## config.mk

```make
export PLATFORM = sky130hd
export DESIGN_NAME = ogi_cell
export DESIGN_NICKNAME = d
export VERILOG_FILES = /design/src/hdl/ogi_pkg.sv /design/src/hdl/ogi_cell.sv
export SDC_FILE = /design/constraint.sdc
export NUM_CORES = 1
export LEC_CHECK = 0
export BUFFER_PORTS_ARGS = -buffer_cell sky130_fd_sc_hd__buf_2
export CAP_MARGIN = 20
export CORE_MARGIN = 3
export CORE_UTILIZATION = 30
export DETAILED_ROUTE_END_ITERATION = 10
export PLACE_DENSITY = 0.4
export SYNTH_ARGS = -nofsm -noshare
export SYNTH_HDL_FRONTEND = slang
export SYNTH_SLANG_ARGS = --single-unit
```

## constraint.sdc

```tcl
create_clock -name i_clk -period 4.8 [get_ports i_clk]
set_input_delay 0.24 -clock i_clk [delete_from_list [all_inputs] [get_ports i_clk]]
set_output_delay 0.24 -clock i_clk [all_outputs]
set_load 0.02 [all_outputs]
```

## src/hdl/ogi_pkg.sv

```systemverilog
// ----------------------------------------------------------------------------
// ogi_pkg: shared definitions for the occupancy grid inflation core
// Sizes, configuration register indexes and the token carried by the cells.
// ----------------------------------------------------------------------------
`default_nettype none

package ogi_pkg;

    localparam int MAX_WIDTH  = 1024;
    localparam int MAX_HEIGHT = 1024;
    localparam int MAX_RADIUS = 8;

    // Number of line-buffer cells (one per extra row of the vertical window).
    localparam int NUM_TAPS = 2 * MAX_RADIUS;
    // Horizontal window length.
    localparam int HWIN     = 2 * MAX_RADIUS + 1;

    localparam int DIM_W  = 11;
    localparam int RAD_W  = 4;
    localparam int VAL_W  = 8;
    localparam int COL_W  = $clog2(MAX_WIDTH);
    localparam int SAT_W  = $clog2(HWIN) + 1;
    localparam int POS_W  = $clog2(MAX_WIDTH * MAX_HEIGHT + MAX_RADIUS * MAX_WIDTH
                                   + MAX_RADIUS + 1) + 1;
    localparam int VDEPTH = MAX_RADIUS * MAX_WIDTH + MAX_RADIUS + 1;
    localparam int VADR_W = $clog2(VDEPTH);

    localparam logic [SAT_W-1:0] SAT_MAX = {SAT_W{1'b1}};

    localparam logic signed [VAL_W-1:0] WALL_VALUE = 8'sd100;

    // Configuration register indexes.
    localparam logic [1:0] CFG_WIDTH  = 2'd0;
    localparam logic [1:0] CFG_HEIGHT = 2'd1;
    localparam logic [1:0] CFG_RADIUS = 2'd2;

    // Payload handed from cell to cell.
    typedef struct packed {
        logic [COL_W-1:0]        col;
        logic [SAT_W-1:0]        row_sat;
        logic                    wbit;
        logic                    acc;
        logic signed [VAL_W-1:0] value;
        logic                    emit;
        logic                    last;
        logic [SAT_W-1:0]        cl;
        logic [SAT_W-1:0]        cr;
    } t_tok;

endpackage

`default_nettype wire

```

## src/hdl/ogi_cell.sv

```systemverilog
// ----------------------------------------------------------------------------
// ogi_cell: one line-buffer cell of the vertical wall chain
// Delays the wall bit stream by one grid row and folds the delayed bit into
// the running vertical OR carried by the word.
// ----------------------------------------------------------------------------
`default_nettype none

module ogi_cell (
    input  wire                     i_clk,
    input  wire                     i_rst_n,
    input  wire                     i_en,
    input  wire [ogi_pkg::SAT_W-1:0] i_tap,
    input  wire [ogi_pkg::SAT_W-1:0] i_two_r,
    input  wire                     i_valid,
    input  ogi_pkg::t_tok           i_tok,
    output logic                    o_valid,
    output ogi_pkg::t_tok           o_tok
);

    logic                 r_valid;
    ogi_pkg::t_tok        r_tok;
    logic                 r_rd;
    logic                 r_incl;
    logic                 r_mem [ogi_pkg::MAX_WIDTH];

    always_ff @(posedge i_clk) begin
        if (!i_rst_n) begin
            r_valid <= 1'b0;
        end else if (i_en) begin
            r_valid <= i_valid;
        end
    end

    always_ff @(posedge i_clk) begin
        if (i_en) begin
            r_tok  <= i_tok;
            r_rd   <= r_mem[i_tok.col];
            r_incl <= (i_tap <= i_two_r) && (i_tok.row_sat >= i_tap);
            if (i_valid) begin
                r_mem[i_tok.col] <= i_tok.wbit;
            end
        end
    end

    always_comb begin
        o_tok      = r_tok;
        o_tok.wbit = r_rd;
        o_tok.acc  = r_tok.acc | (r_rd & r_incl);
    end

    assign o_valid = r_valid;

endmodule

`default_nettype wire

```

==> impl_metrics.py <==
metrics = {
    "synth": {
        "synthArstFlopShare": 0,
        "yosysSeqAreaShare": 0.698,
        "yosys_most_used_dff": "edfxtp_1",
        "synth_edf_count": 1065,
        "ys_ff_latch": 1066,
        "netlist.area_leader.share": 0.698,
        "synthCells": 3353,
        "yosys.area.top_type": "edfxtp_1",
        "syn_nets": 3421,
        "ys_types": 51,
        "yosysWarnings": 0,
        "synth_top_cells_by_area": "edfxtp_1 (70%), nor2_1 (8.6%), mux2i_1 (6.7%)",
        "avgSynthCellArea_sq_um": 13.7,
        "syn_area_sq_mm": 0.0458,
    },
    "cts": {
        "cts.sinks": 1066,
        "numCtsBuffers": 131,
        "cts_tree": "built",
        "clock_latency_ns": 0.75,
        "cts_max_path_buffers": 3,
        "cts_root_buffer": "clkbuf_16",
        "clk_pin_slew_ns": 0.05,
        "htreeDepth": 4,
        "postCtsSetupRepairBufs": 0,
        "holdBufCountCts": 37,
        "ctsResizeCount": 0,
    },
    "sta": {
        "layout_min_cycle_time_ns": 3.62,
        "drv_slew": 0,
        "fin_tns_setup_ns": 0,
        "finalHoldViolCount": 0,
        "tightest_slew_ns": 1.19,
        "max_slew_margin": 0.200,
        "worst_hold_slack_ns": 0.0159,
        "rsz0062_at_grt": "no",
        "setup_ws_ns": 1.18,
        "finalCritPeriodShare": 0.754,
        "skew_ns": 0.0146,
        "finalSetupViolCount": 0,
        "fmax_ghz": 0.276,
    },
    "power_and_ir_drop": {
        "leakage_uw": 0.0168,
        "seqPwrFrac": 0.494,
        "pwr-share-comb": 0.050,
        "p_int_uw": 16200,
        "power_density_mw_per_mm2": 390,
        "pwr-share-clk": 0.456,
        "peakVddDrop_v": 0.000233,
        "netSwitchingFraction": 0.222,
        "p_sw_uw": 4620,
    },
    "setup_path": {
        "path_class": "primary input to flip-flop",
        "crit_path_start_kind": "primary input",
        "endpoint_kind": "flip-flop",
        "cp_max_fo": 50,
        "critPathRequiredTime_ns": 5.25,
        "cp.arrival_ns": 4.07,
    },
    "global_route": {
        "antenna_found_initial": 8,
        "grt_max_degree": 181,
        "grt_overflow": 0,
        "gr-usage-met1": 0.264,
        "grt_util_met3": 0.0359,
        "grt_pass1_vias": 28914,
        "busiest_layer": "met2",
        "grtUsageTotal": 0.196,
        "met2_usage": 0.322,
        "grt_first_pass_wirelength_mm": 217,
    },
    "die": {
        "core_area_sq_mm": 0.151,
        "start_util": 0.304,
        "row_count": 142,
        "die_x_um": 397,
        "ios": 97,
        "fp.dieArea_sq_mm": 0.157,
        "die_h_um": 397,
    },
    "placement": {
        "portBuffers": 96,
        "routabilityCongestion": 0.768,
        "dp_hpwl_mm": 90.5,
        "place_ws_ns": 0.917,
    },
    "min_path": {
        "hold_class": "primary input to flip-flop",
    },
    "finish": {
        "synthToLayoutAreaGrowth_pct": 16.5,
        "nets": 3496,
        "drive_gt1_frac": 0.162,
        "fillers": 14623,
        "post-route-util": 0.354,
    },
    "routing": {
        "post_drt_wl_per_cell_um": 27.9,
        "drt_iter0_drc": 2561,
        "dr.pass1.iters": 5,
        "via_count": 28420,
        "final_antenna_net_count": 0,
        "via_per_inst": 5.13,
        "routed_wl_mm": 155,
        "drc_errors": 0,
    },
    "flow_run": {
        "max_cap_violations": 0,
    },
    "status": {
        "status": "completed",
    },
}
## Yosys cell counts, types with 2 or more instances
cell type / count
a22oi_1: 26
a21o_1: 5
inv_1: 17
nand4bb_1: 5
or4_1: 2
nor4_1: 32
mux4_2: 104
and3b_1: 2
nor2_1: 1052
buf_2: 40
mux2i_1: 307
a31oi_1: 5
buf_4: 41
nor3b_1: 8
nand2b_1: 5
o22ai_1: 127
or3_1: 2
nor3_1: 11
buf_6: 4
a211oi_1: 13
o21a_1: 3
clkbuf_1: 234
nand4b_1: 3
a21oi_1: 6
or4b_1: 4
mux2_2: 4
nand4_1: 19
nand2_1: 90
ha_1: 12
nand3b_1: 6
o21ai_1: 3
a211o_1: 2
nand3_1: 20
and3_1: 2
nor2b_1: 3
edfxtp_1: 1065
o21ai_0: 29
buf_1: 27
## cell type report
cell class	instances	area (sq um)	share of cell area
multi-input cells	1923	12300	0.231
well taps	2016	2520	0.0472
diodes	1	2.50	0.0000469
flip-flops and latches	1066	32000	0.599
inverters	17	63.8	0.00120
clock buffers	166	3470	0.0651
clock inverters	61	582	0.0109
repair buffers	289	2410	0.0451
## metal layers
metal / up-vias / routed length (um)
met5: - / 13
met4: 2 / 3900
met3: 197 / 9540
met2: 939 / 74100
li1: 12324 / -
met1: 14958 / 67200
## registers in the layout (all words and copies together) (netlist names)
name	count
r_incl	1
r_tok	1
r_mem	1024
o_tok	38
r_rd	1
o_valid	1
## per-stage QoR
stage | instances | cell area [sq um] | power, uW
floorplan | 3353 | 45800 | 11000
global placement | 5267 | 48800 | 11500
detailed placement | 5268 | 48800 | 11500
CTS | 5532 | 53200 | 21100
global route | 5539 | 53400 | 21500
finish | 5539 | 53400 | 20800
## cell families after synthesis
kind of cell / share of synthesized area
and+or+nand+nor: 0.113
adders and majority gates: 0.00328
AOI/OAI and AO/OA: 0.0312
muxes: 0.119
buffers and inverters: 0.0353
DFF: 0.698
## critical path: stages
cell and delay, ns:
dlygate4sd3_1 0.57, buf_8 0.42, buf_12 0.41, nand2b_1 0.16
nor2_1 0.75, nand2_2 0.80, buf_12 0.43, nor2_1 0.13
## power groups by stage
stage                     clock network [uW]  logic [uW]  registers (uW)
after global placement                     0        1020           10500
after detailed placement                   0        1040           10500
after global routing                   10100        1120           10300
final                                   9490        1050           10300
after CTS                               9740        1060           10300
after floorplan                            0         547           10500
## final timing paths
kind                   start          to  slack [ns]  cells after the start
setup reg to reg  r_mem[978]        r_rd        1.85                      7
hold reg to reg      o_valid     o_valid        0.49                      2
hold / removal     i_tok[23]  r_mem[247]        0.02                      1
setup / recovery   i_tok[30]  r_mem[517]        1.18                      8
## layout by cell type (no fill, tap or decap), types with 32 or more instances in the layout
master,n
buf_2,92
buf_4,132
clkbuf_1,32
clkbuf_16,134
dlygate4sd3_1,37
edfxtp_1,1065
mux2i_1,307
mux4_2,104
nand2_1,58
nand2_2,32
nor2_1,1051
nor4_1,32
o22ai_1,127
Power figures use the tool's default switching activity.
