--- src/hdl/ogi_pkg.sv ---
// ----------------------------------------------------------------------------
// ogi_pkg: shared definitions for the occupancy grid inflation core
// Sizes, configuration register indexes and the token carried by the cells.
// ----------------------------------------------------------------------------
`default_nettype none

package ogi_pkg;

    localparam int MAX_WIDTH  = 1024;
    localparam int MAX_HEIGHT = 1024;
    localparam int MAX_RADIUS = 8;

    // Number of line-buffer cells (one per extra row of the vertical window).
    localparam int NUM_TAPS = 2 * MAX_RADIUS;
    // Horizontal window length.
    localparam int HWIN     = 2 * MAX_RADIUS + 1;

    localparam int DIM_W  = 11;
    localparam int RAD_W  = 4;
    localparam int VAL_W  = 8;
    localparam int COL_W  = $clog2(MAX_WIDTH);
    localparam int SAT_W  = $clog2(HWIN) + 1;
    localparam int POS_W  = $clog2(MAX_WIDTH * MAX_HEIGHT + MAX_RADIUS * MAX_WIDTH
                                   + MAX_RADIUS + 1) + 1;
    localparam int VDEPTH = MAX_RADIUS * MAX_WIDTH + MAX_RADIUS + 1;
    localparam int VADR_W = $clog2(VDEPTH);

    localparam logic [SAT_W-1:0] SAT_MAX = {SAT_W{1'b1}};

    localparam logic signed [VAL_W-1:0] WALL_VALUE = 8'sd100;

    // Configuration register indexes.
    localparam logic [1:0] CFG_WIDTH  = 2'd0;
    localparam logic [1:0] CFG_HEIGHT = 2'd1;
    localparam logic [1:0] CFG_RADIUS = 2'd2;

    // Payload handed from cell to cell.
    typedef struct packed {
        logic [COL_W-1:0]        col;
        logic [SAT_W-1:0]        row_sat;
        logic                    wbit;
        logic                    acc;
        logic signed [VAL_W-1:0] value;
        logic                    emit;
        logic                    last;
        logic [SAT_W-1:0]        cl;
        logic [SAT_W-1:0]        cr;
    } t_tok;

endpackage

`default_nettype wire

--- src/hdl/ogi_window.sv ---
// ----------------------------------------------------------------------------
// ogi_window: horizontal window and output register
// Shifts the column ORs through a row of cells, clips the window at the row
// edges and registers the result word.
// ----------------------------------------------------------------------------
`default_nettype none

module ogi_window (
    input  wire                      i_clk,
    input  wire                      i_rst_n,
    input  wire                      i_en,
    input  wire [ogi_pkg::SAT_W-1:0] i_r,
    input  wire [ogi_pkg::SAT_W-1:0] i_two_r,
    input  wire                      i_valid,
    input  ogi_pkg::t_tok            i_tok,
    output logic                     o_valid,
    output logic [ogi_pkg::VAL_W-1:0] o_value,
    output logic                     o_last
);

    logic [ogi_pkg::HWIN-2:0] r_h;
    logic [ogi_pkg::HWIN-1:0] n_h;
    logic [ogi_pkg::HWIN-1:0] incl;
    logic                     hit;
    logic                     r_valid;
    logic [ogi_pkg::VAL_W-1:0] r_value;
    logic                     r_last;

    assign n_h = {r_h, i_tok.acc};

    // Cell i holds the column i places left of the newest one; the center sits
    // at cell r. A column is used only when it lies in the center's row.
    always_comb begin
        for (int i = 0; i < ogi_pkg::HWIN; i++) begin
            if (ogi_pkg::SAT_W'(i) > i_two_r) begin
                incl[i] = 1'b0;
            end else if (ogi_pkg::SAT_W'(i) >= i_r) begin
                incl[i] = (ogi_pkg::SAT_W'(i) - i_r) <= i_tok.cl;
            end else begin
                incl[i] = (i_r - ogi_pkg::SAT_W'(i)) <= i_tok.cr;
            end
        end
        hit = |(n_h & incl);
    end

    always_ff @(posedge i_clk) begin
        if (!i_rst_n) begin
            r_valid <= 1'b0;
        end else if (i_en) begin
            r_valid <= i_valid && i_tok.emit;
        end
    end

    always_ff @(posedge i_clk) begin
        if (i_en && i_valid) begin
            r_h     <= n_h[ogi_pkg::HWIN-2:0];
            r_value <= hit ? ogi_pkg::WALL_VALUE : i_tok.value;
            r_last  <= i_tok.last;
        end
    end

    assign o_valid = r_valid;
    assign o_value = r_value;
    assign o_last  = r_last;

endmodule

`default_nettype wire

--- config.mk ---
export PLATFORM = sky130hd
export DESIGN_NAME = ogi_window
export DESIGN_NICKNAME = d
export VERILOG_FILES = /design/src/hdl/ogi_pkg.sv /design/src/hdl/ogi_window.sv
export SDC_FILE = /design/constraint.sdc
export NUM_CORES = 1
export LEC_CHECK = 0
export BUFFER_PORTS_ARGS = -buffer_cell sky130_fd_sc_hd__buf_2
export CORE_MARGIN = 5
export CORE_UTILIZATION = 25
export CTS_BUF_LIST = sky130_fd_sc_hd__clkbuf_8
export DETAILED_ROUTE_END_ITERATION = 10
export PLACE_DENSITY = 0.48
export SLEW_MARGIN = 20
export SYNTH_ARGS = -nofsm -noshare
export SYNTH_HDL_FRONTEND = slang
export SYNTH_SLANG_ARGS = --single-unit
--- constraint.sdc ---
create_clock -name i_clk -period 5.6 [get_ports i_clk]
set_input_delay 0.28 -clock i_clk [delete_from_list [all_inputs] [get_ports i_clk]]
set_output_delay 0.28 -clock i_clk [all_outputs]
set_load 0.005 [all_outputs]
==> insert_results.sql <==
INSERT INTO impl_metrics (metric_group, metric, value, unit) VALUES
('synth', 'synth-seq-cells', '26', ''),
('synth', 'synth_top_flop_cell', 'edfxtp_1', ''),
('drt', 'drt-wirelength-per-cell', '20.1', 'um'),
('drt', 'num_vias', '5813', ''),
('timing', 'rsz_0062_raised_after_global_routing', 'no', ''),
('synth', 'ys_types', '70', ''),
('synth', 'synth_top_cell_by_area', 'ha_1', ''),
('global_routing', 'globalRouteOverflowTotal', '0', ''),
('worst_setup_path', 'crit_required', '5620', 'ps'),
('drt', 'antenna_left', '0', ''),
('placement', 'routabilityCongestion', '0.935', ''),
('cells_and_area', 'nets', '1005', ''),
('pwr', 'cellLeakagePower', '3.03', 'nW'),
('die', 'die_area', '27700', 'um^2'),
('timing', 'worstMarginPinSlew', '1000', 'ps'),
('drt', 'remaining_drc_errors', '0', ''),
('timing', 'timing_max_transition_violations_final', '0', ''),
('timing', 'maxSlewHeadroom', '32.3', '%'),
('clock_network', 'cts_max_level', '1', ''),
('cells_and_area', 'antenna-diode-count', '0', ''),
('timing', 'timing.clock.skew', '4.79', 'ps'),
('synth', 'async_flop_share', '0', '%'),
('timing', 'tns', '0', 'ps'),
('clock_network', 'post_cts.resized_instances', '0', ''),
('pwr', 'power-per-cell-area', '141', 'nW/um^2'),
('global_routing', 'grt_pass1_wl', '34200', 'um'),
('worst_setup_path', 'worstSetupPathType', 'in -> reg', ''),
('synth', 'synth-edff-count', '25', ''),
('cells_and_area', 'final_layout_size_suffix_gt1_share', '10.6', '%'),
('cells_and_area', 'area_delta_synth_final', '12.1', '%'),
('cells_and_area', 'finalNonFillerCells', '1118', ''),
('synth', 'ys_seq_area_share', '12.6', '%'),
('synth', 'syn-mean-instance-area', '8.22', 'um^2'),
('timing', 'final_hold_viol_count', '0', ''),
('placement', 'dpl_worst_slack', '1010', 'ps'),
('clock_network', 'clockRootBuffer', 'clkbuf_8', ''),
('placement', 'number_of_cells_in_the_design_after_placement', '1114', ''),
('timing', 'holdWs', '179', 'ps'),
('clock_network', 'post-cts-setup-buffer-count', '0', ''),
('drt', 'detail_route.vias_per_cell', '5.20', ''),
('pwr', 'totalPowerFinal', '0.965', 'mW'),
('worst_setup_path', 'kind_of_end_point_of_the_critical_path', 'flip-flop', ''),
('placement', 'count_of_port_buffers_added_during_placement', '48', ''),
('timing', 'setup_slack', '1310', 'ps'),
('timing', 'fmaxAchievable', '233', 'MHz'),
('drt', 'firstDrtPassIters', '5', ''),
('synth', 'synthesis.nets', '954', ''),
('clock_network', 'cts-buffers-inserted', '3', ''),
('clock_network', 'cts.path.max_buffers', '2', ''),
('synth', 'synth.top_cell.area_share', '31.5', '%'),
('clock_network', 'tritoncts_num_sinks', '26', ''),
('timing', 'period_share', '76.6', '%'),
('die', 'die_width', '166', 'um'),
('pwr', 'max-vdd-ir-drop', '0.0938', 'mV'),
('worst_setup_path', 'critical_path_arrival', '4310', 'ps'),
('cells_and_area', 'num-fill-cells', '2683', ''),
('synth', 'synth_cells', '744', ''),
('status', 'run_status', 'finished clean', ''),
('global_routing', 'grt_util_all_layers', '15.5', '%'),
('die', 'initial_utilization', '25.3', '%'),
('placement', 'place_area', '6810', 'um^2'),
('global_routing', 'grt_max_degree', '26', ''),
('global_routing', 'grt_pass1_vias', '5767', ''),
('clock_network', 'clock_transition_time_at_the_flip_flop_clock_pins_of_the_worst_setup_and_hold_paths', '90', 'ps'),
('synth', 'synthMostInstantiatedCell', 'ha_1', ''),
('synth', 'yosys-top-cells-count', 'ha_1, nand2_1, xnor2_1, a21oi_1, inv_1', ''),
('die', 'core', '24200', 'um^2'),
('synth', 'syn_area', '6120', 'um^2'),
('min_path', 'min-delay-path-class', 'in -> reg', ''),
('die', 'floorplan.io_pins', '66', ''),
('timing', 'setup_viol', '0', '');
-- flip-flops by register name, indices dropped and copies added (netlist names) --
name     flops
o_value      8
o_valid      1
o_last       1
r_h         16
-- cells by family (layout without fill, tap and decap cells) --
group                    Yosys count  count (layout)  share of synthesized area (%)
AND/OR/NAND/NOR                  208             208                           17.6
AO/OA/AOI/OAI                    207             207                           23.0
adder cells (fa/ha/maj)          154             154                           31.5
buffers and inverters             78             128                           5.11
XOR/XNOR                          71              71                           10.2
flip-flops                        26              26                           12.6
-- final timing paths --
check	cells after the start	slack, ps	to	startpoint
max	13	1310	o_value[2]	i_r[1]
min	1	180	o_last	i_tok[12]
max reg2reg	5	3060	o_value[2]	r_h[1]
min reg2reg	0	460	r_h[4]	r_h[3]
-- final cells by class --
| type | instances | area [um^2] | area share (%) |
|---|---|---|---|
| Clock buffer | 3 | 41.3 | 0.602 |
| Timing Repair Buffer | 68 | 390 | 5.69 |
| Multi-Input combinational cell | 640 | 5040 | 73.4 |
| Tap cell | 324 | 405 | 5.91 |
| Clock inverter | 1 | 3.75 | 0.0547 |
| Sequential cell | 26 | 771 | 11.2 |
| Inverter | 56 | 210 | 3.07 |
-- report_power, final --
part | switching, mW | internal, mW | leakage [nW]
clock network | 0.0594 | 0.0492 | 0.0269
registers | 0.00301 | 0.220 | 0.236
logic | 0.380 | 0.253 | 2.77
-- worst max-delay path: stages --
cell and delay (ps):
buf_2 220, inv_1 320, ha_1 520, xor2_1 430, inv_1 150, ha_1 340, nand4_1 170, nor2_1 80
a2111oi_0 360, a211oi_1 120, a2111oi_2 420, nand4_2 320, or4b_1 570
-- placed cells by master (no fill, tap or decap), types with 5 or more instances in the layout --
cell type  instances
a211oi_1           8
a21boi_0           7
a21o_1            13
a21oi_1           60
a221o_1            6
a221oi_1           5
a31oi_1            6
and3_1             6
and4_1             8
buf_2             48
buf_4             20
edfxtp_1          25
ha_1             154
inv_1             54
nand2_1           69
nand3_1           26
nand4_1           13
nor2_1            28
nor2b_1           21
nor3_1             8
o211ai_1           9
o21a_1             8
o21ai_0           32
o21bai_1           6
o221ai_1           7
xnor2_1           68
-- per-layer routing --
metal	vias up	track usage, %	routed length, um
met4	0	4.20	725
met2	154	26.0	10300
met1	2759	21.5	10600
met5	-	0	0
li1	2864	-	-
met3	36	1.23	855
Power figures use the tool's default switching activity.
